## config.mk

```make
export PLATFORM = sky130hd
export DESIGN_NAME = nrtm_ram
export DESIGN_NICKNAME = d
export VERILOG_FILES = /design/src/rtl/nrtm_ram.sv
export SDC_FILE = /design/constraint.sdc
export NUM_CORES = 1
export LEC_CHECK = 0
export ABC_CLOCK_PERIOD_IN_PS = 2300
export BUFFER_PORTS_ARGS = -buffer_cell sky130_fd_sc_hd__buf_4
export CORE_MARGIN = 3
export CORE_UTILIZATION = 30
export CTS_CLUSTER_DIAMETER = 40
export DETAILED_ROUTE_END_ITERATION = 8
export GPL_ROUTABILITY_DRIVEN = 0
export PLACE_DENSITY = 0.45
export SLEW_MARGIN = 20
export SYNTH_ARGS = -nofsm -noshare
export SYNTH_HDL_FRONTEND = slang
export SYNTH_SLANG_ARGS = --single-unit
```

## constraint.sdc

```tcl
create_clock -name aclk -period 2.3 [get_ports aclk]
set_input_delay 0.345 -clock aclk [delete_from_list [all_inputs] [get_ports aclk]]
set_output_delay 0.345 -clock aclk [all_outputs]
set_load 0.01 [all_outputs]
```

## src/rtl/nrtm_ram.sv

```systemverilog
// Generic simple dual-port RAM with one write port and a registered read port.
`default_nettype none

module nrtm_ram #(
    parameter int WIDTH = 8,
    parameter int DEPTH = 16
) (
    input  wire logic                                    aclk,
    input  wire logic                                    wr_en,
    input  wire logic [(DEPTH > 1 ? $clog2(DEPTH) : 1)-1:0] wr_addr,
    input  wire logic [WIDTH-1:0]                        wr_data,
    input  wire logic                                    rd_en,
    input  wire logic [(DEPTH > 1 ? $clog2(DEPTH) : 1)-1:0] rd_addr,
    output logic      [WIDTH-1:0]                        rd_data
);

    logic [WIDTH-1:0] mem [DEPTH];

    always_ff @(posedge aclk) begin
        if (wr_en) begin
            mem[wr_addr] <= wr_data;
        end
        if (rd_en) begin
            rd_data <= mem[rd_addr];
        end
    end

endmodule

`default_nettype wire

```

* Word-level counts from Yosys, hierarchy flattened *
Memories as Yosys holds them, arrays and structs flattened. A register that Yosys moved wholly into a read port is not among the register bits.
Cells that the tools add are included.

storage, ports and cells
  register bits after elaboration = 0
  memory bits (writable) = 128
  input bits = 19
  output and inout bits = 8
  memories kept = 1

memory list
  name  depth  bits a word  read ports  clocked after memory_dff  wr ports  line  source
  mem   16     8            1           1                         1         17    logic [WIDTH-1:0] mem [DEPTH];

operators by class
  muxes and demuxes = 2

operators by type and width
  kind              number
  1-bit 2-to-1 mux  2

* Longest topological paths before layout *
Gate-level depths: netlist (run 1).

  depth in word-level cells = 2
  gate-level depth with buffers = 5

* Worst setup path before layout (run 1) *
No wires, ideal clock.

  path type = input port to flip-flop
  start = in wr_addr[2] (netlist bit)
  end = mem mem[0][0], enable pin
  library setup time = 0.383 ns
  data arrival time = 1.455 ns
  data required time = 1.917 ns
  slack = 0.462 ns
  stages on the path = 2
  path buffers = 0
  cells stage by stage = or3b_2 > nor3_1

RTL lines
  item             line  source
  start, declared  10    input wire logic [(DEPTH > 1 ? $clog2(DEPTH) : 1)-1:0] wr_addr,
  end, declared    17

No word-level cell before the write port.

==> run_results.csv, run 1 <==
group,metric,value,unit
drt,drtIter0Drc,175,
sta,setup_viol,0,
sta,whs,239,ps
power,leakage,0.00210,uW
synth,synth.ff_latch_count,136,
cts,h-tree-depth,4,
sta,finalHoldViolCount,0,
die,die_w,138,um
worst_setup_path,critPathTopFamily,"multiplexers",
worst_setup_path,start_kind,"register",
power,switching_share,0.194,
sta,skew,5.42,ps
worst_setup_path,startpoint,"mem[0][3]",
sta,period_share,0.663,
sta,rsz0062_at_grt,"no",
worst_setup_path,crit_type,"reg -> reg",
drt,antenna_left,0,
power,p_per_area,861,nW/um^2
worst_setup_path,worstPathArrival,1680,ps
worst_hold_path,holdCritStartpoint,"rd_en",
global_route,grt_pass1_wl,16.4,mm
power,combinationalPowerShare,0.051,
die,dieArea,19000,um^2
sta,relSlewSlack,0.692,
job,maxCapViolations,0,
power,pwr-share-seq,0.518,
final_layout,drive_gt1_frac,0.295,
place,place_area,5800,um^2
drt,wl,10.7,mm
cts,cts_num_sinks,136,
worst_setup_path,crit_chain,"mux4_1 > a22oi_1 > nand2_1",
power,p_int,4370,uW
worst_setup_path,crit_fanout,1,
cts,insertion_delay,410,ps
sta,tns,0,ps
cts,cts_buffers,17,
cts,clock_path_buffers,2,
final_layout,syn_to_final_growth,20.5,%
place,place.port_buffers,26,
final_layout,fin_util,0.375,
outcome,run_status,"complete, no violations",
synth,avgSynthCellArea,22.8,um^2
drt,vias,2445,
worst_setup_path,cp-end-kind,"register",
synth,mappedNetlistNets,248,
global_route,grt_max_degree,25,
cts,cts_resized,0,
final_layout,n_antenna_cell,0,
power,ir_worst_vdd,558,uV
cts,cts.clk_slew.worst_paths,50,ps
synth,yosysWarnings,0,
global_route,gr-total-overflow,0,
final_layout,nNetsFinal,306,
power,pwr-share-clk,0.431,
worst_setup_path,slowest_stage,"mux4_1",
global_route,grt_pass1_vias,2543,
synth,synthCells,229,
place,dpl.hpwl,7.23,mm
die,start_util,0.311,
die,core,16800,um^2
worst_hold_path,hold_class,"in -> reg",
worst_setup_path,cp.required,2450,ps
synth,ys_seq_area_frac,0.781,
power,switchingPower,1050,uW
worst_setup_path,r2r-start,"mem[0][3]",
drt,drc,0,
die,dieHeight,138,um
die,io_pins,27,
cts,cts_hold_buffers,0,
drt,dr.pass1.iters,4,
die,core.rowCount,47,
cts,cts_post_setup_buffers_inserted,0,
drt,viasPerCell,4.72,
cts,clock-root-buffer,"clkbuf_16",
sta,min_period,1530,ps
sta,slew_violations,0,
synth,netlist_area,5230,um^2
global_route,antenna_found_initial,0,
sta,fmax,656,MHz
worst_setup_path,slowest_delay,500,ps
cts,cts_tree,"yes",
sta,tightest_slew,461,ps
worst_setup_path,crit_buf_inv,0,
drt,wl_per_cell,20.6,um
final_layout,final_area,6300,um^2
global_route,grt.total_usage,0.120,
synth,synth_cell_type_count,18,
sequential cells by signal (all words and copies together), names as in the netlist:
register,count
rd_data,8
mem,128
synth_stat cells:
cell	count	area (um^2)
a22oi_1	16	120
and2_1	1	6.26
and2b_1	1	7.51
buf_2	3	15.0
buf_4	1	7.51
buf_6	3	33.8
clkdlybuf4s25_2	3	30.0
edfxtp_1	136	4080
mux4_1	14	368
mux4_2	18	405
nand2_1	9	33.8
nand2b_1	2	12.5
nand3_1	1	5.00
nand3b_1	2	15.0
nor2_1	13	48.8
nor2b_1	1	6.26
nor3_1	4	20.0
or3b_2	1	8.76
power by group through the flow:
stage / clock network [uW] / registers [uW] / logic (uW)
global route: 2500 / 2810 / 308
finish: 2340 / 2810 / 279
global placement: 0 / 2860 / 284
floorplan: 0 / 2860 / 141
detailed placement: 0 / 2860 / 286
CTS: 2380 / 2810 / 287
final cells by class:
| cell class | instances | area [um^2] |
|---|---|---|
| clock buffers | 23 | 448 |
| clock inverters | 7 | 55.1 |
| fillers | 1556 | 10500 |
| multi-input cells | 83 | 1060 |
| flip-flops and latches | 136 | 4080 |
| well taps | 220 | 275 |
| repair buffers | 49 | 380 |
placed cells by master, fill, tap and decap left out, types with 2 or more instances in the layout:
cell type  synthesis  final
nand2_1            9      9
mux4_1            14     14
clkinv_1           0      4
nor3_1             4      4
edfxtp_1         136    136
clkbuf_1           0      6
a22oi_1           16     16
nand3b_1           2      2
nand2b_1           2      2
clkinv_2           0      2
nor2_1            13     13
clkbuf_16          0     17
buf_4              1     48
mux4_2            18     18
through the flow:
stage / instances / total power, uW / worst slack (ps)
floorplan: 229 / 3000 / 462
global placement: 488 / 3140 / 345
detailed placement: 488 / 3150 / 338
CTS: 518 / 5480 / 774
global route: 518 / 5620 / 697
finish: 518 / 5420 / 775
cell families (layout without fill, tap and decap cells):
kind of cell	Yosys count	in the layout	synth area share
flops	136	136	0.781
simple gates	35	35	0.0314
compound gates	16	16	0.0230
mux	32	32	0.148
buf+inv	10	79	0.0165
worst register-to-register path, cell delays in order, from the launching register on:
cell	delay [ps]
edfxtp_1	360
mux4_1	500
a22oi_1	310
nand2_1	100
final timing paths:
path / end / slack, ps / cells after the start
max reg2reg: rd_data[3] / 770 / 3
max: rd_data[3] / 770 / 3
min: rd_data[1] / 240 / 1
min reg2reg: rd_data[3] / 750 / 3
per-layer routing:
layer | up-vias | track usage | wire length [um]
li1 | 1093 | - | -
met5 | - | 0 | 0
met3 | 14 | 0.0307 | 457
met4 | 0 | 0.0577 | 212
met2 | 64 | 0.182 | 5140
met1 | 1274 | 0.162 | 4880
No activity file was read; power rests on OpenSTA's default activity.
==> run 2: changes to the inputs <==
--- a/config.mk
+++ b/config.mk
@@ -5,14 +5,14 @@
 export SDC_FILE = /design/constraint.sdc
 export NUM_CORES = 1
 export LEC_CHECK = 0
-export ABC_CLOCK_PERIOD_IN_PS = 2300
+export ABC_CLOCK_PERIOD_IN_PS = 1290
 export BUFFER_PORTS_ARGS = -buffer_cell sky130_fd_sc_hd__buf_4
 export CORE_MARGIN = 3
 export CORE_UTILIZATION = 30
 export CTS_CLUSTER_DIAMETER = 40
 export DETAILED_ROUTE_END_ITERATION = 8
 export GPL_ROUTABILITY_DRIVEN = 0
-export PLACE_DENSITY = 0.45
+export PLACE_DENSITY = 0.46
 export SLEW_MARGIN = 20
 export SYNTH_ARGS = -nofsm -noshare
 export SYNTH_HDL_FRONTEND = slang
==> constraint.sdc (replaced) <==
create_clock -name aclk -period 1.29 [get_ports aclk]
set_input_delay 0.1935 -clock aclk [delete_from_list [all_inputs] [get_ports aclk]]
set_output_delay 0.1935 -clock aclk [all_outputs]
set_load 0.01 [all_outputs]
==> run_results.csv, run 2 (same netlist as run 1, synthesis figures left out) <==
group,metric,value,unit
power,leakage,0.00219,uW
worst_setup_path,rrSetupSlack,-120,ps
cts,clock-root-buffer,"clkbuf_16",
sta,period_share,1.09,
drt,drtIter0Drc,191,
final_layout,nNetsFinal,311,
power,switchingPower,2090,uW
cts,h-tree-depth,4,
die,die_w,138,um
worst_setup_path,cp-end-kind,"register",
outcome,violations,"negative setup slack",
final_layout,seqCellArea,4080,um^2
die,io_pins,27,
worst_setup_path,start_kind,"register",
worst_setup_path,crit_fanout,1,
drt,viasPerCell,4.72,
sta,setup_slack,-122,ps
final_layout,drive_gt1_frac,0.439,
final_layout,syn_to_final_growth,27.2,%
drt,antenna_left,0,
global_route,grt_max_degree,23,
final_layout,top_regs,"mem (128), rd_data (8)",
power,power,10900,uW
sta,rsz0062_at_grt,"yes",
die,start_util,0.311,
worst_setup_path,crit_type,"reg -> reg",
final_layout,final_area,6650,um^2
sta,finalHoldViolCount,0,
cts,cts_num_sinks,136,
cts,cts.clk_slew.worst_paths,60,ps
cts,clock_path_buffers,2,
worst_hold_path,hold_class,"in -> reg",
worst_setup_path,r2r-start,"mem[0][5]",
worst_setup_path,worstPathArrival,1570,ps
die,core.rowCount,47,
power,combinationalPowerShare,0.053,
outcome,run_status,"complete, but fails checks",
cts,cts_hold_buffers,0,
place,dpl.hpwl,7.03,mm
worst_hold_path,holdCritStartpoint,"wr_data[2]",
sta,fmax,708,MHz
sta,tightest_slew,1060,ps
global_route,grt_pass1_wl,17.1,mm
power,switching_share,0.191,
drt,wl,11.2,mm
global_route,gr-usage-met2,0.180,
power,ir_worst_vdd,898,uV
worst_setup_path,cp.required,1450,ps
power,p_int,8860,uW
drt,dr.pass1.iters,4,
drt,wl_per_cell,21.3,um
final_layout,registers.top_by_ff_count,"mem",
sta,tns,-628,ps
sta,skew,5.80,ps
place,place.port_buffers,26,
global_route,gr-total-overflow,0,
sta,whs,92.9,ps
worst_setup_path,startpoint,"mem[0][5]",
sta,min_period,1410,ps
sta,setup_viol,8,
global_route,use_met1,0.179,
global_route,grt.total_usage,0.125,
cts,cts_tree,"yes",
power,p_per_area,1650,nW/um^2
global_route,grt-busiest-layer,"met2",
cts,cts_post_setup_buffers_inserted,0,
place,place_area,5950,um^2
die,core,16800,um^2
final_layout,fillCellCount,1552,
power,pwr-share-clk,0.489,
power,pwr-share-seq,0.458,
global_route,antenna_found_initial,0,
job,maxCapViolations,0,
final_layout,final_common_cell,"edfxtp_1",
sta,relSlewSlack,0.289,
global_route,met3_usage,0.0304,
place,preCtsSetupSlack,-461,ps
die,dieArea,19000,um^2
drt,vias,2479,
cts,insertion_delay,410,ps
die,dieHeight,138,um
final_layout,final_cell_mix,"edfxtp_1 (136), buf_4 (43), mux4_2 (32), clkbuf_16 (17), buf_12 (11)",
drt,drc,0,
global_route,grt_pass1_vias,2645,
final_layout,multi_input_area,1090,um^2
cts,cts_buffers,17,
sta,slew_violations,0,
final_layout,n_antenna_cell,0,
final_layout,largest_reg_flops,128,
run 2: cell types whose count changed in the layout (fill, tap and decap cells not counted), sizes merged:
cell / delta
buf: +5
bufinv: +5
clkbuf: -5
clkinv: -1
clkinvlp: +2
inv: +1
run 2: layer usage:
layer	vias up	routed length, um
li1	1090	-
met1	1322	5380
met2	53	5160
met3	14	433
met4	0	204
met5	-	0
run 2: stage by stage:
stage | instances | util
after global routing | 525 | 0.395
after floorplan | 229 | -
final | 525 | 0.395
after CTS | 525 | 0.395
after global placement | 493 | 0.354
after detailed placement | 493 | 0.354
run 2: power by group through the flow:
| stage | Clock (uW) | Combinational, uW | Sequential, uW |
|---|---|---|---|
| after detailed placement | 0 | 573 | 5100 |
| final | 5360 | 579 | 5010 |
| after floorplan | 0 | 278 | 5100 |
| after CTS | 5480 | 597 | 5010 |
| after global routing | 5660 | 633 | 5020 |
| after global placement | 0 | 565 | 5100 |
run 2: what timing repair did:
action	CTS	global route
resized for setup	11	0
endpoints found under the hold margin	0	0
pin swaps	2	2
endpoints found under the setup margin	8	8
run 2: layout make-up:
type,count,share of cell area
clock buffer,18,0.0645
multi-input combinational,83,0.164
tap,220,0.0414
clock inverter,14,0.0342
sequential,136,0.614
timing repair buffer,54,0.0817
run 2: path summary, 6_finish.rpt:
path	endpoint	depth (start not counted)
min	mem[6][2]	1
min reg2reg	rd_data[6]	3
max reg2reg	rd_data[5]	3
max	rd_data[5]	3
run 2: critical path, stage by stage (launching register included):
cell and delay (ps):
edfxtp_1 380, mux4_2 490, a22oi_2 210, nand2_1 80
==> run 3: changes to the inputs <==
--- a/config.mk
+++ b/config.mk
@@ -5,14 +5,14 @@
 export SDC_FILE = /design/constraint.sdc
 export NUM_CORES = 1
 export LEC_CHECK = 0
-export ABC_CLOCK_PERIOD_IN_PS = 1290
+export ABC_CLOCK_PERIOD_IN_PS = 1300
 export BUFFER_PORTS_ARGS = -buffer_cell sky130_fd_sc_hd__buf_4
 export CORE_MARGIN = 3
 export CORE_UTILIZATION = 30
 export CTS_CLUSTER_DIAMETER = 40
 export DETAILED_ROUTE_END_ITERATION = 8
 export GPL_ROUTABILITY_DRIVEN = 0
-export PLACE_DENSITY = 0.46
+export PLACE_DENSITY = 0.45
 export SLEW_MARGIN = 20
 export SYNTH_ARGS = -nofsm -noshare
 export SYNTH_HDL_FRONTEND = slang
==> constraint.sdc (replaced) <==
create_clock -name aclk -period 1.3 [get_ports aclk]
set_input_delay 0.195 -clock aclk [delete_from_list [all_inputs] [get_ports aclk]]
set_output_delay 0.195 -clock aclk [all_outputs]
set_load 0.01 [all_outputs]
==> run_results.csv, run 3 (same netlist as run 1, synthesis figures left out) <==
group,metric,value,unit
worst_setup_path,worstPathArrival,1550,ps
power,pwr-share-clk,0.469,
global_route,grt.total_usage,0.117,
sta,slew_violations,0,
global_route,grt_pass1_vias,2601,
global_route,grt_max_degree,18,
worst_setup_path,cp.required,1460,ps
global_route,grt_pass1_wl,16.3,mm
drt,dr.pass1.iters,5,
final_layout,registers.top_by_ff_count,"mem",
drt,vias,2395,
cts,clock_path_buffers,2,
final_layout,fillCellCount,1554,
worst_setup_path,crit_type,"reg -> reg",
outcome,run_status,"complete, but fails checks",
sta,finalHoldViolCount,0,
drt,antenna_left,0,
die,dieHeight,138,um
sta,fmax,720,MHz
cts,cts_hold_buffers,0,
place,place.port_buffers,26,
power,p_per_area,1590,nW/um^2
sta,whs,89.3,ps
final_layout,top_regs,"mem (128), rd_data (8)",
sta,min_period,1390,ps
cts,cts.clk_slew.worst_paths,60,ps
final_layout,fin_util,0.390,
die,io_pins,27,
sta,setup_slack,-88.8,ps
power,ir_worst_vdd,1030,uV
final_layout,fin_cells,522,
drt,viasPerCell,4.59,
sta,setup_viol,8,
power,switchingPower,2000,uW
final_layout,n_antenna_cell,0,
sta,period_share,1.07,
worst_setup_path,crit_fanout,1,
cts,h-tree-depth,4,
die,die_w,138,um
cts,cts_buffers,17,
worst_hold_path,hold_class,"in -> reg",
final_layout,final_common_cell,"edfxtp_1",
drt,wl_per_cell,19.9,um
cts,cts_num_sinks,136,
global_route,gr-total-overflow,0,
final_layout,final_area,6560,um^2
final_layout,final_cell_mix,"edfxtp_1 (136), buf_4 (42), mux4_2 (32), clkbuf_16 (17)",
cts,clock-root-buffer,"clkbuf_16",
job,maxCapViolations,0,
sta,rsz0062_at_grt,"yes",
power,switching_share,0.192,
drt,wl,10.4,mm
final_layout,syn_to_final_growth,25.4,%
die,dieArea,19000,um^2
power,combinationalPowerShare,0.053,
power,pwr-share-seq,0.478,
place,place_area,5900,um^2
die,start_util,0.311,
die,core.rowCount,47,
drt,drc,0,
power,p_int,8400,uW
place,place_inst,490,
drt,drtIter0Drc,160,
final_layout,drive_gt1_frac,0.430,
sta,tightest_slew,1040,ps
cts,cts_post_setup_buffers_inserted,0,
final_layout,largest_reg_flops,128,
global_route,antenna_found_initial,0,
power,leakage,0.00214,uW
outcome,violations,"negative setup slack",
sta,relSlewSlack,0.307,
sta,skew,5.32,ps
worst_setup_path,cp-end-kind,"register",
die,core,16800,um^2
final_layout,nNetsFinal,308,
cts,insertion_delay,410,ps
worst_setup_path,start_kind,"register",
place,dpl.hpwl,6.79,mm
cts,cts_tree,"yes",
==> run 3: changes by cell type in the layout (fill, tap and decap cells not counted), sizes merged <==
cell	change
inv	-1
clkinv	+1
clkinvlp	+1
clkbuf	+1
bufinv	-2
buf	-3
==> run 3: metal layers <==
metal  share of wire  GRT usage  vias up
met3           0.048     0.0418        2
met2            0.47      0.172       57
met4          0.0037     0.0343        0
met5               0          0        -
li1                -          -     1086
met1            0.47      0.166     1250
==> run 3: layout make-up <==
cell class | count | area (um^2) | area share
Sequential cell | 136 | 4080 | 0.623
Multi-Input combinational cell | 83 | 1090 | 0.166
Timing Repair Buffer | 51 | 495 | 0.0756
Clock buffer | 19 | 433 | 0.0660
Tap cell | 220 | 275 | 0.0420
Clock inverter | 13 | 179 | 0.0273
==> run 3: repair_timing <==
action / in CTS / in global routing
setup endpoints to repair: 8 / 8
pin swaps: 3 / 2
resized for setup: 7 / 4
==> run 3: power by group through the flow <==
stage	logic, uW	clock network [uW]	registers (uW)
4_1_cts	559	5010	4970
5_1_grt	600	5260	4980
2_1_floorplan	276	0	5060
6_report	549	4880	4970
3_3_place_gp	541	0	5060
3_5_place_dp	545	0	5060
==> run 3: stage by stage <==
stage / power (uW) / worst slack, ps / TNS (ps)
5_1_grt: 10800 / -133 / -881
3_5_place_dp: 5610 / -394 / -6840
4_1_cts: 10500 / -94.7 / -550
6_report: 10400 / -88.8 / -390
2_1_floorplan: 5340 / -95.4 / -752
3_3_place_gp: 5600 / -440 / -6400
==> run 3: critical path, cell delays in order, from the launching register on <==
cell,delay (ps)
edfxtp_1,360
mux4_2,510
a22oi_2,200
nand2_1,60
==> run 3: worst paths after layout <==
kind / start / endpoint / slack, ps / cells after the start
hold reg to reg: mem[15][1] / rd_data[1] / 750 / 3
setup reg to reg: mem[14][2] / rd_data[2] / -90 / 3
setup / recovery: mem[14][2] / rd_data[2] / -90 / 3
hold / removal: wr_data[6] / mem[15][6] / 90 / 1
