$ cat src/rtl/nrtm_pkg.sv
// Shared types, codes and field widths for the neighbour rule tile matcher.
`default_nettype none

package nrtm_pkg;

    // Fixed field widths of the item and configuration interfaces.
    localparam int COORD_W      = 6;
    localparam int RIDX_FIELD_W = 4;
    localparam int COND_W       = 16;
    localparam int TEX_FIELD_W  = 16;
    localparam int TILE_FIELD_W = 8;
    localparam int DIM_FIELD_W  = 7;
    localparam int RCNT_FIELD_W = 5;
    localparam int CFG_IDX_W    = 3;
    localparam int CFG_DATA_W   = 16;
    localparam int S_TDATA_W    = 56;
    localparam int S_TUSER_W    = 2;
    localparam int M_TDATA_W    = 16;

    // Defaults for the top-level parameters.
    localparam int MAX_RULES_DEF    = 16;
    localparam int MAP_SIDE_DEF     = 64;
    localparam int TILE_BITS_DEF    = 8;
    localparam int TEXTURE_BITS_DEF = 16;

    // Reset values of the configuration registers.
    localparam logic [DIM_FIELD_W-1:0] MAP_DIM_RESET = DIM_FIELD_W'(64);

    localparam int NB_COUNT = 8;
    localparam int NB_IDX_W = 3;
    localparam int NB_CNT_W = 4;

    typedef enum logic [1:0] {
        ACT_WRITE_RULE = 2'd0,
        ACT_WRITE_CELL = 2'd1,
        ACT_QUERY      = 2'd2,
        ACT_NONE       = 2'd3
    } action_t;

    typedef enum logic [CFG_IDX_W-1:0] {
        REG_MAP_WIDTH        = 3'd0,
        REG_MAP_HEIGHT       = 3'd1,
        REG_MATCH_TILE       = 3'd2,
        REG_RULE_COUNT       = 3'd3,
        REG_FALLBACK_TEXTURE = 3'd4
    } cfg_reg_t;

    // Two-bit neighbour condition codes; the fourth code also means skip.
    localparam logic [1:0] COND_SKIP     = 2'd0;
    localparam logic [1:0] COND_INCLUDED = 2'd1;
    localparam logic [1:0] COND_EXCLUDED = 2'd2;

    typedef enum logic [1:0] {
        OFS_NEG  = 2'd0,
        OFS_ZERO = 2'd1,
        OFS_POS  = 2'd2
    } ofs_t;

    // Neighbour visiting order: top row left to right, middle row, bottom row.
    localparam ofs_t NB_DX [NB_COUNT] = '{OFS_NEG, OFS_ZERO, OFS_POS, OFS_NEG,
                                          OFS_POS, OFS_NEG, OFS_ZERO, OFS_POS};
    localparam ofs_t NB_DY [NB_COUNT] = '{OFS_POS, OFS_POS, OFS_POS, OFS_ZERO,
                                          OFS_ZERO, OFS_NEG, OFS_NEG, OFS_NEG};

    typedef enum logic [1:0] {
        ST_IDLE,
        ST_NEIGHBOURS,
        ST_RULES,
        ST_DONE
    } state_t;

endpackage

`default_nettype wire

$ cat src/rtl/nrtm_nb_addr.sv
// Neighbour coordinate, map bounds check and linear map address.
`default_nettype none

module nrtm_nb_addr
    import nrtm_pkg::*;
#(
    parameter int MAP_SIDE = MAP_SIDE_DEF
) (
    input  wire logic [COORD_W-1:0]                       x,
    input  wire logic [COORD_W-1:0]                       y,
    input  wire ofs_t                                     dx,
    input  wire ofs_t                                     dy,
    input  wire logic [$clog2(MAP_SIDE+1)-1:0]            width_eff,
    input  wire logic [$clog2(MAP_SIDE+1)-1:0]            height_eff,
    output logic                                          on_map,
    output logic [$clog2(MAP_SIDE*MAP_SIDE)-1:0]          addr
);

    localparam int DIM_W  = $clog2(MAP_SIDE + 1);
    localparam int ADDR_W = $clog2(MAP_SIDE * MAP_SIDE);
    localparam int NC_W   = COORD_W + 1;
    localparam int CMP_W  = (DIM_W > NC_W) ? DIM_W : NC_W;
    localparam int SUM_W  = (ADDR_W > DIM_W + NC_W + 1) ? ADDR_W : DIM_W + NC_W + 1;

    logic            nx_neg;
    logic            ny_neg;
    logic [NC_W-1:0] nx;
    logic [NC_W-1:0] ny;
    logic [SUM_W-1:0] lin;

    always_comb begin
        nx_neg = (dx == OFS_NEG) && (x == '0);
        ny_neg = (dy == OFS_NEG) && (y == '0);
        case (dx)
            OFS_NEG: nx = NC_W'(x) - NC_W'(1);
            OFS_POS: nx = NC_W'(x) + NC_W'(1);
            default: nx = NC_W'(x);
        endcase
        case (dy)
            OFS_NEG: ny = NC_W'(y) - NC_W'(1);
            OFS_POS: ny = NC_W'(y) + NC_W'(1);
            default: ny = NC_W'(y);
        endcase
        on_map = !nx_neg && !ny_neg
                 && (CMP_W'(nx) < CMP_W'(width_eff))
                 && (CMP_W'(ny) < CMP_W'(height_eff));
        // Row-major: the effective width is the row pitch.
        lin  = SUM_W'(width_eff) * SUM_W'(ny) + SUM_W'(nx);
        addr = lin[ADDR_W-1:0];
    end

endmodule

`default_nettype wire
$ cat config.mk
export PLATFORM = sky130hd
export DESIGN_NAME = nrtm_nb_addr
export DESIGN_NICKNAME = d
export VERILOG_FILES = /design/src/rtl/nrtm_pkg.sv /design/src/rtl/nrtm_nb_addr.sv
export SDC_FILE = /design/constraint.sdc
export NUM_CORES = 1
export LEC_CHECK = 0
export BUFFER_PORTS_ARGS = -buffer_cell sky130_fd_sc_hd__buf_2
export CORE_ASPECT_RATIO = 0.7
export CORE_MARGIN = 5
export CORE_UTILIZATION = 55
export DETAILED_ROUTE_END_ITERATION = 16
export GPL_TIMING_DRIVEN = 0
export PLACE_DENSITY = 0.79
export SYNTH_ARGS = -nofsm -noshare
export SYNTH_HDL_FRONTEND = slang
export SYNTH_SLANG_ARGS = --single-unit
$ cat constraint.sdc
create_clock -name vclk -period 8.9
set_clock_uncertainty 0.15 [all_clocks]
set_input_delay 0.89 -clock vclk [all_inputs]
set_output_delay 0.89 -clock vclk [all_outputs]
set_load 0.01 [all_outputs]
## After elaboration in Yosys (flattened, before gate mapping)

Index checks and enable logic that the tools add are counted.

| word-level totals | value |
|---|---|
| flip-flop bits (word level) | 0 |
| word-level logic and storage cells | 23 |
| output and inout port bits | 13 |
| input port bits | 30 |

| cells by class | value |
|---|---|
| multiply operators | 1 |
| reduce and logical (&&, ||, !) cells | 11 |
| magnitude comparators | 2 |
| mux-type cells | 2 |
| $add $sub $neg | 5 |
| equality and inequality tests | 2 |

Operators with widths:

| cell | count |
|---|---|
| 7-bit one-hot mux with 2 select lines | 2 |
| 6-bit by 1-bit adder with 7-bit output, second input constant | 2 |
| 7-bit less-than comparator | 2 |
| 6-bit by 1-bit subtractor with 7-bit output, second input constant | 2 |
| 12-bit by 7-bit adder with 12-bit output | 1 |
| 6-bit zero test | 2 |
| 7-bit by 7-bit multiplier with 12-bit output | 1 |
| 1-bit logical AND | 5 |
| 2-bit == test, second input constant | 2 |
| 2-bit zero test | 2 |
| 1-bit zero test | 2 |

## Logic depth before layout (Yosys ltp)

Gate-level depths: netlist of the first run.

| logic depth | value |
|---|---|
| depth in word-level cells | 6 |
| mapped depth | 24 |
| mapped depth without buffers | 23 |

## Worst setup path before layout of the first run

OpenSTA, ideal clock, no wires.

| path | value |
|---|---|
| kind | input to output |
| start point | input dy[0] |
| end point | output addr[11] |
| stages on the path | 21 |
| path buffers | 1 |
| data required time | 7.860 ns |
| path slack | 1.835 ns |
| arrival | 6.025 ns |
| cells stage by stage | buf_2 nand2b_1 inv_1 fa_1 nor2b_4 o31a_1 mux2i_2 a21oi_1 fa_1 inv_1 fa_1 inv_1 fa_1 inv_1 fa_1 inv_1 ha_1 o41ai_4 o21ai_2 xnor2_2 xnor3_1 |

| on the way | value |
|---|---|
| cells in the longest elaborated chain, start to end | 4 |
| elaborated cells between the ends (all ways) | 5 |
| those cells by class | 1 x add/sub; 1 x mul; 1 x eq/ne; 1 x mux; 1 x reduce/logical |

RTL lines:

| what | RTL line | source |
|---|---|---|
| start: declaration | nrtm_nb_addr.sv:12 | `input wire ofs_t dy,` |
| 2-bit == test or 2-bit zero test (tied branches) | nrtm_nb_addr.sv:39 | `case (dy)` |
| 7-bit one-hot mux with 2 select lines (*) | nrtm_nb_addr.sv:39 |  |
| 7-bit by 7-bit multiplier with 12-bit output (*) | nrtm_nb_addr.sv:48 | `lin = SUM_W'(width_eff) * SUM_W'(ny) + SUM_W'(nx);` |
| 12-bit by 7-bit adder with 12-bit output (*) | nrtm_nb_addr.sv:48 |  |
| end: declaration | nrtm_nb_addr.sv:16 | `output logic [$clog2(MAP_SIDE*MAP_SIDE)-1:0] addr` |

Mark *: on every way between the ends. The rest lies on a longest branch, timed or not.

## Worst setup path after layout of the first run

Ends and elaborated chain as after synthesis.

==> results.txt, run 1 <==
crit-path max cell delay: 560 ps
port buffer count: 42
PostCTS Resize Cnt: 0
RSZ-0062 raised after global routing: no
post-route ant nets: 0
Post-CTS Repair Setup Buffers: 0
Max Freq: 132 MHz
Peak VDD IR: 0.154 mV
Detailed Route Iter0 Violations: 76
max cap viols: 0
worst min path class: primary input to primary output
Hold Path Origin: width_eff[6]
initial core utilization: 56.1%
Setup Crit Path Kind: primary input to primary output
Seq. cell area: 0 µm²
GR Overflow Total: 0
overall global routing resource usage: 19.2%
WP data required: 7860 ps
total length of routed wires: 5.70 mm
Critical path buffers and inverters: 6
final core occ: 62.0%
synth top area cells: fa_1 24%, ha_1 23%, inv_1 10%
routed length per placed instance: 13.5 µm
net count after synthesis: 435
status: finished, final reports clean
worst-path maximum fanout: 8
FFs & Latches: 0
met1 Use GR: 26.7%
Unique masters post-synth: 44
GPL Wtd Cong: 0.861
cts hold-fix bufs: 0
nets@finish: 479
Top Ports: 43
Post-Syn Area per Cell: 8.14 µm²
Synth top area share: 24.3%
die area: 0.00630 mm²
Worst EP arrival: 6540 ps
Max Slew Vio Count: 0
CP startpoint kind: primary input
CORE AREA: 0.00470 mm²
Final Hold Viols: 0
area leader, netlist: fa_1
DIE HEIGHT: 67.9 µm
M2 GR Usage: 35.4%
largest net degree at the start of global routing: 11
area grow syn2layout: 10.7%
Rel. slew slack: 51.4%
period utilisation layout: 85.2%
Synth warnings: 0
part of the Yosys area used for sequential elements: 0%
vias: 2269
FP Rows: 21
Finished Cell Area: 0.00292 mm²
CLK BUF: 0
setup_tns: 0 ps
initial antenna violation count: 0
Power Density: 235 mW/mm²
Chip Width: 92.8 µm
Worst Setup End Kind: primary output
min cycle time layout: 7580 ps
met3 usage in global routing: 0.769%
# diodes: 0
Leak Pwr: 0.00161 µW
actual slew at the worst max-slew pin: 709 ps
share of cells above drive strength 1: 14.8%
number of remaining DRC errors: 0
Cells after Synth: 324
drt first pass iters: 4
CP max-delay cell: fa_1
area post-placement: 0.00292 mm²
vias per cell: 5.36
# setup viols final: 0
vias in the first global route: 2300
Power Total: 684 µW
Crit. Startpoint: dy[0]
detailed placement HPWL: 5.01 mm
first-pass GRT wire length: 10.0 mm
family with the most delay on the worst path: adder cells
Fillers: 434
busiest grt layer: met2
synthesized cell area: 0.00264 mm²
[path summary, 6_finish.rpt]
path	to	slack (ps)	cells after the start
max	addr[11]	1320	25
min	addr[11]	2070	4
[cells by family (layout without fill, tap and decap cells)]
| logic type | count (synthesis) | in the layout | share of synthesized area [%] |
|---|---|---|---|
| AO/OA/AOI/OAI | 58 | 58 | 15.5 |
| XOR/XNOR | 17 | 17 | 6.45 |
| adder cells (fa/ha/maj) | 81 | 81 | 47.6 |
| buffers and inverters | 76 | 118 | 10.9 |
| multiplexers | 5 | 5 | 2.09 |
| AND/OR/NAND/NOR | 87 | 87 | 17.6 |
[power breakdown]
part	internal, µW	leakage, µW	switching (µW)
combinational	308	0.00161	377
clock	0	0	0
sequential	0	0	0
[metrics by stage]
step / hold WS, ps / setup WS (ps) / instances
5_1_grt: 2100 / 986 / 423
3_3_place_gp: 2070 / 1390 / 423
6_report: 2070 / 1320 / 423
2_1_floorplan: 1850 / 1830 / 324
3_5_place_dp: 2070 / 1340 / 423
4_1_cts: 2080 / 1350 / 423
[layout by cell type, fill, tap and decap left out, types with 2 or more instances in the layout]
cell type	synthesis	layout
o21ai_2	2	2
and2_1	28	28
mux2i_1	3	3
nor4_1	5	5
buf_2	1	43
xnor2_1	10	10
nand4b_1	2	2
o21a_1	4	4
ha_1	49	49
nand2b_1	5	5
xor2_1	5	5
a211oi_1	3	3
fa_1	32	32
o21ai_1	3	3
o21ai_0	10	10
a21boi_0	3	3
a21o_1	6	6
nor2_1	16	16
inv_1	73	73
nor2b_1	3	3
nand2_1	21	21
nor3_1	2	2
a21oi_1	17	17
[metal layers]
| metal | wire, µm | up-vias |
|---|---|---|
| li1 | - | 1140 |
| met1 | 2710 | 1074 |
| met2 | 2690 | 53 |
| met3 | 290 | 2 |
| met4 | 16 | 0 |
| met5 | 0 | - |
[cells in the mapped netlist (all sizes together) (4+ instances only)]
cell type,n
xor2,5
o21ai,15
nand2b,5
nand2,22
ha,49
mux2i,4
nor2b,4
xnor2,11
and2,28
a211oi,4
fa,32
a21oi,17
nor4,5
inv,73
o21a,4
nor2,16
a21o,7
[cell type report]
class              instances  area (µm²)  share of cell area, %
multi-input cells        248        2350                   80.5
well taps                 57        71.3                   2.44
plain buffers              3        12.5                  0.429
inverters                 73         274                   9.39
repair buffers            42         210                   7.20
Note: power is estimated with default switching activity, not from simulation.
==> inputs of run 2 (changes only) <==
==> config.mk (replaced) <==
export PLATFORM = sky130hd
export DESIGN_NAME = nrtm_nb_addr
export DESIGN_NICKNAME = d
export VERILOG_FILES = /design/src/rtl/nrtm_pkg.sv /design/src/rtl/nrtm_nb_addr.sv
export SDC_FILE = /design/constraint.sdc
export NUM_CORES = 1
export LEC_CHECK = 0
export BUFFER_PORTS_ARGS = -buffer_cell sky130_fd_sc_hd__buf_4
export CORE_ASPECT_RATIO = 0.7
export CORE_MARGIN = 5
export CORE_UTILIZATION = 45
export DETAILED_ROUTE_END_ITERATION = 16
export GPL_TIMING_DRIVEN = 0
export PLACE_DENSITY = 0.67
export SYNTH_ARGS = -nofsm -noshare
export SYNTH_HDL_FRONTEND = slang
export SYNTH_SLANG_ARGS = --single-unit
==> run 2 against run 1 <==
Net effect: utilization shrank 8.6 points; critical path depth shrank 2; sequential share of layout area unchanged; first-iteration DRC count rose by 18%; fmax about the same; sequential cell count unchanged; die area increased by 19%; total power up 7.3%; worst setup slack improved by 3.2 ps; wire length rose by 1.3%; via count is 2.3% lower; largest cell class unchanged; highest routed layer is now met3.
==> results.txt, run 2 (synthesis results as in run 1) <==
detailed placement HPWL: 5.10 mm (+1.8%)
Post-CTS Repair Setup Buffers: 0 (unchanged)
period utilisation layout: 85.2% (about the same)
total length of routed wires: 5.78 mm (+1.3%)
worst slack at placement: 1290 ps (-52.7 ps)
cts hold-fix bufs: 0 (unchanged)
Max Slew Vio Count: 0 (unchanged)
vias per cell: 5.02 (-6.3%)
GR Overflow Total: 0 (unchanged)
PostCTS Resize Cnt: 0 (unchanged)
drt first pass iters: 4 (unchanged)
vias in the first global route: 2335 (+1.5%)
CLK BUF: 0 (unchanged)
Clk pwr share: 0% (unchanged)
Gate power share: 100.0% (about the same)
GPL Wtd Cong: 0.815 (-5.3%)
RSZ-0062 raised after global routing: no
metal2 WL: 2.59 mm (-3.8%)
WL met1: 2.95 mm (+8.9%)
final core occ: 53.4% (-8.6 points)
Internal: 358 µW (+16%)
Final Hold Viols: 0 (unchanged)
CP startpoint kind: primary input
die area: 0.00751 mm² (+19%)
# setup viols final: 0 (unchanged)
max cap viols: 0 (unchanged)
port buffer count: 42 (unchanged)
commonest cells after routing, fill and taps aside: 73 x inv_1, 49 x ha_1, 42 x buf_4
vias: 2216 (-2.3%)
Worst Setup End Kind: primary output
largest net degree at the start of global routing: 11 (unchanged)
CORE AREA: 0.00570 mm² (+21%)
initial core utilization: 46.3% (-9.8 points)
Max Freq: 132 MHz (about the same)
routed length per placed instance: 13.1 µm (-2.8%)
initial antenna violation count: 0 (unchanged)
Worst EP arrival: 6540 ps (about the same)
Chip Width: 101 µm (+9.4%)
number of remaining DRC errors: 0 (unchanged)
Top Ports: 43 (unchanged)
# diodes: 0 (unchanged)
setup_tns: 0 ps (unchanged)
worst min path class: primary input to primary output
Power Density: 241 mW/mm² (+2.8%)
first-pass GRT wire length: 10.2 mm (+2.1%)
share of cells above drive strength 1: 14.8% (unchanged)
area grow syn2layout: 15.5%
commonest non-fill, non-tap cell in the layout: inv_1
status: finished, final reports clean
WP data required: 7860 ps (about the same)
post-route ant nets: 0 (unchanged)
actual slew at the worst max-slew pin: 732 ps (+23.1 ps)
final worst slack: 1320 ps (+3.20 ps)
WHS Endpoint: addr[11]
Peak VDD IR: 0.133 mV (-14%)
nets@finish: 479 (unchanged)
highest routed layer: met3
DIE HEIGHT: 74.0 µm (+9.0%)
Seq. cell area: 0 µm² (unchanged)
Sequential Power Share: 0% (unchanged)
Hold Path Origin: width_eff[6]
Setup Crit Path Kind: primary input to primary output
FFs & Latches: 0 (unchanged)
switching fraction of total power: 51.3% (-3.8 points)
overall global routing resource usage: 16.3% (-2.9 points)
worst-path maximum fanout: 8 (unchanged)
WL met3: 243 µm (-16%)
Leak Pwr: 0.00165 µW (+2.3%)
Detailed Route Iter0 Violations: 90 (+18%)
Fillers: 574 (+32%)
FP Rows: 23 (+9.5%)
min cycle time layout: 7580 ps (-3.20 ps)
WHS Path Cells: 4 (unchanged)
Rel. slew slack: 50.9% (-0.51 points)
Power Total: 734 µW (+7.3%)
P_sw: 376 µW (about the same)
## run 2: cell count changes in the layout (fill, tap and decap cells not counted)
cell   change
buf_4     +42
buf_2     -42
## run 2: worst max-delay path, stage by stage
cell and delay [ps]:
buf_2 140, nand2b_1 250, ha_1 390, a21o_1 180
a21oi_1 170, a21boi_0 160, o31ai_4 440, nand2_1 140
fa_1 510, fa_1 560, inv_1 60, fa_1 530
inv_1 50, fa_1 520, inv_1 40, ha_1 330
o211ai_1 200, nand2_1 110, o41ai_4 80, o21ai_2 140
xnor2_2 180, xnor3_1 320, buf_4 150
## run 2: power by group through the flow
stage | registers (µW) | logic, µW | clock network [µW]
6_report | 0 | 734 | 0
3_5_place_dp | 0 | 744 | 0
2_1_floorplan | 0 | 507 | 0
3_3_place_gp | 0 | 732 | 0
4_1_cts | 0 | 750 | 0
5_1_grt | 0 | 838 | 0
## run 2: cell type report
class                      count  area (µm²)  area share, %
buffer                         3        12.5          0.411
inverter                      73         274           9.00
multi-input combinational    248        2350           77.2
tap                           75        93.8           3.08
timing repair buffer          42         315           10.4
## run 2: worst max path at each step
stage / endpoint / cells after the start / slack (ps) / startpoint
global route: addr[11] / 25 / 870 / dy[0]
floorplan: addr[11] / 21 / 1830 / dy[0]
global placement: addr[11] / 25 / 1320 / dy[0]
detailed placement: addr[11] / 23 / 1290 / dy[0]
CTS: addr[11] / 23 / 1280 / dy[0]
finish: addr[11] / 23 / 1320 / dy[0]
## run 2: per-stage QoR
stage / hold WS, ps / instance area, µm² / std cells
after global placement: 2060 / 3050 / 441
after detailed placement: 2070 / 3050 / 441
after floorplan: 1850 / 2640 / 324
after CTS: 2080 / 3050 / 441
final: 2070 / 3050 / 441
after global routing: 2100 / 3050 / 441
## run 2: per-layer routing
layer | GRT usage (%) | up-vias
met1 | 23.4 | 1042
met2 | 29.3 | 37
met4 | 0.295 | 0
met3 | 0.562 | 0
li1 | - | 1137
met5 | 0 | -
==> inputs of run 3 (changes only) <==
--- a/config.mk
+++ b/config.mk
@@ -5,7 +5,7 @@
 export SDC_FILE = /design/constraint.sdc
 export NUM_CORES = 1
 export LEC_CHECK = 0
-export BUFFER_PORTS_ARGS = -buffer_cell sky130_fd_sc_hd__buf_4
+export BUFFER_PORTS_ARGS = -buffer_cell sky130_fd_sc_hd__buf_2
 export CORE_ASPECT_RATIO = 0.7
 export CORE_MARGIN = 5
 export CORE_UTILIZATION = 45
==> run 3 against run 2 <==
Net effect: critical path depth increased by 2; cell count unchanged; global-route usage grew 0.073 points; largest power group unchanged.
==> results.txt, run 3 (synthesis results as in run 1) <==
PostCTS Resize Cnt: 0 (unchanged)
Internal: 306 µW (-14%)
crit-path max cell delay: 560 ps (about the same)
WHS Endpoint: addr[11]
Critical path buffers and inverters: 6 (+1)
CLK BUF: 0 (unchanged)
Max Slew Vio Count: 0 (unchanged)
post-route ant nets: 0 (unchanged)
GPL Wtd Cong: 0.836 (+2.6%)
Worst Setup End Kind: primary output
WHS Path Cells: 4 (unchanged)
initial antenna violation count: 0 (unchanged)
Leak Pwr: 0.00161 µW (-2.2%)
detailed placement HPWL: 5.09 mm (-0.18%)
CP max-delay cell: mux2i_1
Power Total: 679 µW (-7.6%)
CP startpoint kind: primary input
Power Density: 231 mW/mm² (-4.3%)
nets@finish: 479 (unchanged)
period utilisation layout: 85.1% (about the same)
Detailed Route Iter0 Violations: 63 (-30%)
Worst EP arrival: 6530 ps (about the same)
worst-path maximum fanout: 8 (unchanged)
family with the most delay on the worst path: adder cells
share of cells above drive strength 1: 14.8% (unchanged)
Max Freq: 132 MHz (about the same)
routed length per placed instance: 13.1 µm (about the same)
Seq. cell area: 0 µm² (unchanged)
commonest cells after routing, fill and taps aside: 73 x inv_1, 49 x ha_1, 43 x buf_2
metal2 WL: 2.62 mm (+1.4%)
highest routed layer: met3
vias in the first global route: 2348 (+0.56%)
min cycle time layout: 7570 ps (-5.60 ps)
first-pass GRT wire length: 10.3 mm (+1.1%)
P_sw: 372 µW (-1.1%)
DIE HEIGHT: 74.0 µm (unchanged)
RSZ-0062 raised after global routing: no
WL met3: 335 µm (+38%)
Clk pwr share: 0% (unchanged)
Gate power share: 100.0% (about the same)
# setup viols final: 0 (unchanged)
switching fraction of total power: 54.8% (+3.6 points)
number of remaining DRC errors: 0 (unchanged)
max cap viols: 0 (unchanged)
Post-CTS Repair Setup Buffers: 0 (unchanged)
die area: 0.00751 mm² (unchanged)
FFs & Latches: 0 (unchanged)
Peak VDD IR: 0.150 mV (+13%)
worst min path class: primary input to primary output
FP Rows: 23 (unchanged)
overall global routing resource usage: 16.4% (+0.073 points)
Final Hold Viols: 0 (unchanged)
vias: 2291 (+3.4%)
total length of routed wires: 5.78 mm (about the same)
Chip Width: 101 µm (unchanged)
WL met1: 2.82 mm (-4.3%)
# diodes: 0 (unchanged)
GR Overflow Total: 0 (unchanged)
area grow syn2layout: 11.5%
port buffer count: 42 (unchanged)
Setup Crit Path Kind: primary input to primary output
actual slew at the worst max-slew pin: 798 ps (+65.8 ps)
vias per cell: 5.20 (+3.4%)
Top Ports: 43 (unchanged)
Hold Path Origin: width_eff[6]
Sequential Power Share: 0% (unchanged)
Fillers: 585 (+1.9%)
initial core utilization: 46.3% (unchanged)
WP data required: 7860 ps (about the same)
setup_tns: 0 ps (unchanged)
status: finished, final reports clean
largest net degree at the start of global routing: 11 (unchanged)
cts hold-fix bufs: 0 (unchanged)
Rel. slew slack: 46.4% (-4.4 points)
CORE AREA: 0.00570 mm² (unchanged)
commonest non-fill, non-tap cell in the layout: inv_1
drt first pass iters: 4 (unchanged)
==> run 3: final cells by class <==
class / count / area, µm² / area share (%)
multi-input combinational: 248 / 2350 / 79.9
inverter: 73 / 274 / 9.32
timing repair buffer: 42 / 210 / 7.15
tap: 75 / 93.8 / 3.19
buffer: 3 / 12.5 / 0.426
==> run 3: power by group through the flow <==
stage / Combinational, µW / Clock (µW) / Sequential (µW)
CTS: 695 / 0 / 0
global route: 780 / 0 / 0
global placement: 677 / 0 / 0
detailed placement: 689 / 0 / 0
floorplan: 507 / 0 / 0
finish: 679 / 0 / 0
==> run 3: how the worst max path moves through the flow <==
stage	start	end	slack, ps	cells after the start
after floorplan	dy[0]	addr[11]	1830	21
after CTS	dy[0]	addr[11]	1290	20
after global routing	dy[0]	addr[11]	1000	20
final	dy[0]	addr[11]	1330	25
after detailed placement	dy[0]	addr[11]	1330	20
after global placement	dy[0]	addr[11]	1370	25
==> run 3: per-stage QoR <==
step,area (µm²),hold WS [ps],util [%],setup slack [ps],instances
CTS,2940,2080,51.6,1290,441
detailed placement,2940,2080,51.6,1330,441
finish,2940,2070,51.6,1330,441
floorplan,2640,1850,-,1830,324
global route,2940,2110,51.6,999,441
global placement,2940,2080,51.6,1370,441
==> run 3: metal layers <==
layer | GRT usage (%) | vias up
met1 | 24.0 | 1098
met3 | 1.22 | 0
met2 | 28.1 | 54
met4 | 0.590 | 0
li1 | - | 1139
met5 | 0 | -
